--- config.mk ---
export PLATFORM = sky130hd
export DESIGN_NAME = tnt_front
export DESIGN_NICKNAME = d
export VERILOG_FILES = /design/src/tnt_pkg.sv /design/src/tnt_front.sv
export SDC_FILE = /design/constraint.sdc
export NUM_CORES = 2
export LEC_CHECK = 0
export CAP_MARGIN = 0
export CELL_PAD_IN_SITES_DETAIL_PLACEMENT = 1
export CELL_PAD_IN_SITES_GLOBAL_PLACEMENT = 1
export CORE_ASPECT_RATIO = 0.9
export CORE_MARGIN = 2
export CORE_UTILIZATION = 53
export DETAILED_ROUTE_END_ITERATION = 7
export DONT_BUFFER_PORTS = 1
export PLACE_DENSITY = 0.85
export SETUP_SLACK_MARGIN = 0.5
export SLEW_MARGIN = 10
export SYNTH_ARGS = -nofsm -noshare
export SYNTH_HDL_FRONTEND = slang
export SYNTH_SLANG_ARGS = --single-unit
--- constraint.sdc ---
create_clock -name clock -period 39.7 [get_ports clock]
set_clock_uncertainty 0.05 [all_clocks]
set_input_delay 1.985 -clock clock [delete_from_list [all_inputs] [get_ports clock]]
set_output_delay 1.985 -clock clock [all_outputs]
set_load 0.01 [all_outputs]
--- src/tnt_pkg.sv ---
`timescale 1ns / 1ps
package tnt_pkg;

   localparam int DATA_W = 32;
   localparam int DIFF_W = 33;
   localparam int ACC_W  = 68;
   localparam int NORM_W = 16;
   localparam int TAN_W  = 32;

   // One triangle's edge and texture differences, handed from front to back.
   typedef struct packed {
      logic signed [DIFF_W-1:0] e1x;
      logic signed [DIFF_W-1:0] e1y;
      logic signed [DIFF_W-1:0] e1z;
      logic signed [DIFF_W-1:0] e2x;
      logic signed [DIFF_W-1:0] e2y;
      logic signed [DIFF_W-1:0] e2z;
      logic signed [DIFF_W-1:0] fx;
      logic signed [DIFF_W-1:0] fy;
      logic signed [DIFF_W-1:0] fz;
      logic signed [DIFF_W-1:0] du1;
      logic signed [DIFF_W-1:0] dv1;
      logic signed [DIFF_W-1:0] du2;
      logic signed [DIFF_W-1:0] dv2;
   } job_type;

   // Magnitude of a signed accumulator value.
   function automatic logic [ACC_W-1:0] abs_acc(input logic signed [ACC_W-1:0] v);
      abs_acc = v[ACC_W-1] ? ACC_W'(-v) : ACC_W'(v);
   endfunction

endpackage

--- src/tnt_front.sv ---
`timescale 1ns / 1ps
module tnt_front (
   input  logic             clock,
   input  logic             reset,
   input  logic             req_tvalid,
   output logic             req_tready,
   input  logic [159:0]     req_tdata,
   output logic             job_valid,
   input  logic             job_ready,
   output tnt_pkg::job_type job
);
   import tnt_pkg::*;

   logic signed [DATA_W-1:0] held_pos_ff [6];
   logic signed [DATA_W-1:0] held_tex_ff [4];
   logic [1:0]               corner_ff;
   job_type                  queue_ff [2];
   logic                     wp_ff, rp_ff;
   logic [1:0]               fill_ff;
   logic signed [DATA_W-1:0] px, py, pz, tu, tv;
   job_type                  job_in;
   logic                     take, push, pop;

   assign px = req_tdata[31:0];
   assign py = req_tdata[63:32];
   assign pz = req_tdata[95:64];
   assign tu = req_tdata[127:96];
   assign tv = req_tdata[159:128];

   assign req_tready = (fill_ff != 2'd2);
   assign take       = req_tvalid && req_tready;
   assign push       = take && (corner_ff >= 2'd2);
   assign job_valid  = (fill_ff != 2'd0);
   assign pop        = job_valid && job_ready;
   assign job        = queue_ff[rp_ff];

   // Differences of the three corners, all exact in 33 bits.
   always_comb begin
      job_in.e1x = DIFF_W'(held_pos_ff[3]) - DIFF_W'(held_pos_ff[0]);
      job_in.e1y = DIFF_W'(held_pos_ff[4]) - DIFF_W'(held_pos_ff[1]);
      job_in.e1z = DIFF_W'(held_pos_ff[5]) - DIFF_W'(held_pos_ff[2]);
      job_in.e2x = DIFF_W'(px) - DIFF_W'(held_pos_ff[0]);
      job_in.e2y = DIFF_W'(py) - DIFF_W'(held_pos_ff[1]);
      job_in.e2z = DIFF_W'(pz) - DIFF_W'(held_pos_ff[2]);
      job_in.fx  = DIFF_W'(px) - DIFF_W'(held_pos_ff[3]);
      job_in.fy  = DIFF_W'(py) - DIFF_W'(held_pos_ff[4]);
      job_in.fz  = DIFF_W'(pz) - DIFF_W'(held_pos_ff[5]);
      job_in.du1 = DIFF_W'(held_tex_ff[2]) - DIFF_W'(held_tex_ff[0]);
      job_in.dv1 = DIFF_W'(held_tex_ff[3]) - DIFF_W'(held_tex_ff[1]);
      job_in.du2 = DIFF_W'(tu) - DIFF_W'(held_tex_ff[0]);
      job_in.dv2 = DIFF_W'(tv) - DIFF_W'(held_tex_ff[1]);
   end

   // Corner store, corner count and the two-entry job queue.
   always_ff @(posedge clock) begin
      if (reset) begin
         corner_ff <= 2'd0;
         wp_ff     <= 1'b0;
         rp_ff     <= 1'b0;
         fill_ff   <= 2'd0;
         for (int i = 0; i < 6; i++) held_pos_ff[i] <= '0;
         for (int i = 0; i < 4; i++) held_tex_ff[i] <= '0;
      end else begin
         if (take) begin
            if (corner_ff == 2'd0) begin
               held_pos_ff[0] <= px;
               held_pos_ff[1] <= py;
               held_pos_ff[2] <= pz;
               held_tex_ff[0] <= tu;
               held_tex_ff[1] <= tv;
               corner_ff      <= 2'd1;
            end else if (corner_ff == 2'd1) begin
               held_pos_ff[3] <= px;
               held_pos_ff[4] <= py;
               held_pos_ff[5] <= pz;
               held_tex_ff[2] <= tu;
               held_tex_ff[3] <= tv;
               corner_ff      <= 2'd2;
            end else begin
               corner_ff <= 2'd0;
            end
         end
         if (push) begin
            queue_ff[wp_ff] <= job_in;
            wp_ff           <= ~wp_ff;
         end
         if (pop) rp_ff <= ~rp_ff;
         if (push && !pop) fill_ff <= fill_ff + 2'd1;
         else if (pop && !push) fill_ff <= fill_ff - 2'd1;
      end
   end

endmodule

==> flow_metrics.env <==
export IMPL_start_util_pct=53.4
export IMPL_arrival_ps=3830
export IMPL_hold_violations=0
export IMPL_power_switching_mw=1.48
export IMPL_ys_ff_latch=1185
export IMPL_start_kind="flip-flop"
export IMPL_min_to="fill_ff[1]"
export IMPL_htreeDepth=4
export IMPL_synthFlopType="edfxtp_1"
export IMPL_clock_fmax_ghz=0.171
export IMPL_status="finished clean"
export IMPL_drv_cap=0
export IMPL_slew_headroom_pct=8.33
export IMPL_leakage_nw=26.2
export IMPL_clock_latency_ps=770
export IMPL_seqPwrFrac_pct=37.3
export IMPL_worstPathRequired_ps=37660
export IMPL_area_growth_pct=9.96
export IMPL_cts_setup_buffers=0
export IMPL_period_share_pct=14.8
export IMPL_core_um2=119000
export IMPL_hold_buffers=0
export IMPL_pre_cts_ws_ps=33780
export IMPL_seq_area_frac_synth_pct=55.8
export IMPL_numCtsBuffers=130
export IMPL_cts_resized=0
export IMPL_r2r_cells=7
export IMPL_synth_cell_type_count=86
export IMPL_antenna_found_initial=7
export IMPL_grt_pass1_wl_um=275000
export IMPL_rsz0062_at_grt="false"
export IMPL_setup_tns_ps=0
export IMPL_netlist_area_leader_share_pct=55.6
export IMPL_min_from="fill_ff[1]"
export IMPL_num_fill_cells=11700
export IMPL_crit_fanout=140
export IMPL_hold_class="flip-flop to flip-flop"
export IMPL_ir_worst_vdd_mv=0.0482
export IMPL_drtAntennaViolNets=0
export IMPL_vias_per_cell=6.13
export IMPL_holdPathStages=2
export IMPL_crit_path_end_kind="output port"
export IMPL_seqCellArea_um2=35500
export IMPL_first_global_vias=44300
export IMPL_grt_use_total_pct=29.6
export IMPL_drive_gt1_share_pct=13.6
export IMPL_grt_max_degree=169
export IMPL_synth_warnings=0
export IMPL_crit_path_max_incr_delay_ps=990
export IMPL_pin_count=595
export IMPL_power_frac_clock_pct=29.5
export IMPL_p_sw_share_pct=33.8
export IMPL_power_density_nw_per_um2=62.6
export IMPL_dpl_cell_area_um2=65400
export IMPL_power_internal_mw=2.90
export IMPL_worst_slack_ps=33840
export IMPL_netlist_area_um2=63600
export IMPL_synth_enable_flop_cells=1178
export IMPL_num_rows=120
export IMPL_grt_overflow_total=0
export IMPL_detail_route_wirelength_um=184000
export IMPL_pwr_share_comb_pct=33.3
export IMPL_timing_rr_end="queue_ff[1][186]"
export IMPL_place_gp_congestion=0.905
export IMPL_fin_nets=5707
export IMPL_clockBufferDepth=3
export IMPL_reg2reg_from="fill_ff[0]"
export IMPL_path_class="flip-flop to output port"
export IMPL_synthArstFlopShare_pct=0
export IMPL_first_pass_iters=5
export IMPL_vias=41700
export IMPL_setup_viol=0
export IMPL_multi_input_area_um2=26300
export IMPL_synth_area_top_cells="edfxtp_1 (56%), ha_1 (8.2%), mux2_2 (7.6%)"
export IMPL_path_clk_slew_ps=60
export IMPL_total_power_mw=4.38
export IMPL_place_hpwl_um=132000
export IMPL_cts_tree="done"
export IMPL_yosysMostFrequentCell="edfxtp_1"
export IMPL_synth_area_leader_cell="edfxtp_1"
export IMPL_post_route_drc_count=0
export IMPL_crit_slowest_cell="dfxtp_4"
export IMPL_die_area_um2=123000
export IMPL_period_minus_slack_ps=5860
export IMPL_synth_common_cells="edfxtp_1 (1,178), mux2_2 (430), ha_1 (417)"
export IMPL_synth_nets=5665
export IMPL_dr_first_iter_drc_count=3210
export IMPL_wl_per_cell_um=27.1
export IMPL_tightest_slew_ps=1380
export IMPL_port_buffers=0
export IMPL_avgSynthCellArea_um2=12.5
export IMPL_cts_root_buf="clkbuf_16"
export IMPL_final_cell_area_um2=70000
export IMPL_die_w_um=369
export IMPL_slew_violations=0
export IMPL_die_h_um=333
export IMPL_rrSetupSlack_ps=35080
export IMPL_crit_path_cell_trace="buf_12 > buf_4 > mux2_2"
export IMPL_syn_inst=5071
export IMPL_numClockSinks=1185
==> critical path: cells and delay by family, from the launching register on <==
kind                   cells  cell delay [ps]
multiplexers               1              480
flip-flops                 1              990
buffers and inverters      2             1430
==> routing by layer <==
layer	vias to the layer above	part of all wire [%]	track usage (%)
li1	18800	-	-
met1	21000	39	36.7
met2	1547	48	48.6
met3	372	8.2	7.98
met4	10	4.5	12.8
met5	-	0.040	0
==> sequential cells by signal, indices dropped and copies added (netlist names), named ones only <==
signal / flops
queue_ff: 858
held_pos_ff: 192
held_tex_ff: 128
corner_ff: 2
fill_ff: 2
rp_ff: 1
wp_ff: 1
==> metrics by stage <==
stage	hold WS (ps)	cells	util [%]
CTS	469	6800	58.7
detailed placement	454	6567	55.0
global route	498	6800	58.7
finish	467	6804	58.8
floorplan	417	5071	-
global placement	425	6567	55.0
==> worst max path at each step <==
stage | startpoint | endpoint | depth (start not counted)
global route | flip-flop | job[385] | 3
global placement | req_tvalid | queue_ff[1][186] | 6
floorplan | reset | queue_ff[1][0] | 2
CTS | flip-flop | job[385] | 3
finish | flip-flop | job[385] | 3
detailed placement | req_tvalid | queue_ff[1][186] | 6
==> power groups by stage <==
stage | combinational [mW] | clock [mW] | sequential [mW]
after detailed placement | 1.42 | 0 | 1.66
after floorplan | 1.02 | 0 | 1.65
after global routing | 1.57 | 1.35 | 1.64
after CTS | 1.44 | 1.31 | 1.63
final | 1.46 | 1.29 | 1.63
after global placement | 1.36 | 0 | 1.65
==> cells by family (layout without fill, tap and decap cells) <==
group	Yosys count	in the layout	share of synthesized area, %
flops	1185	1185	55.8
simple gates	1119	1119	9.22
compound gates	1074	1074	11.1
buf+inv	484	627	2.86
mux	431	431	7.63
fa+ha+maj	430	430	8.61
xor+xnor	348	348	4.79
other cells	0	4	0
==> cell usage in the layout, fill, tap and decap left out, drive strengths merged, types with 32 or more instances in the layout <==
cell type and count:
clkbuf 153, o21ai 202, a31oi 33, a21oi 317, nand4 35, edfxtp 1178
nand2 177, clkinv 40, o21a 74, nand3 59, inv 376, nor2 254
nor2b 65, a21o 189, ha 417, and2 325, nor3 52, xor2 100
xnor2 248, nand2b 58, o21bai 32, mux2 430
==> cell type report <==
class | count | share of cell area, %
diodes | 4 | 0.0143
clock buffers | 153 | 4.96
clock inverters | 80 | 1.47
inverters | 368 | 1.97
multi-input cells | 3402 | 37.6
flip-flops and latches | 1185 | 50.8
well taps | 1586 | 2.84
repair buffers | 26 | 0.351
(Power assumes the default switching activity.)
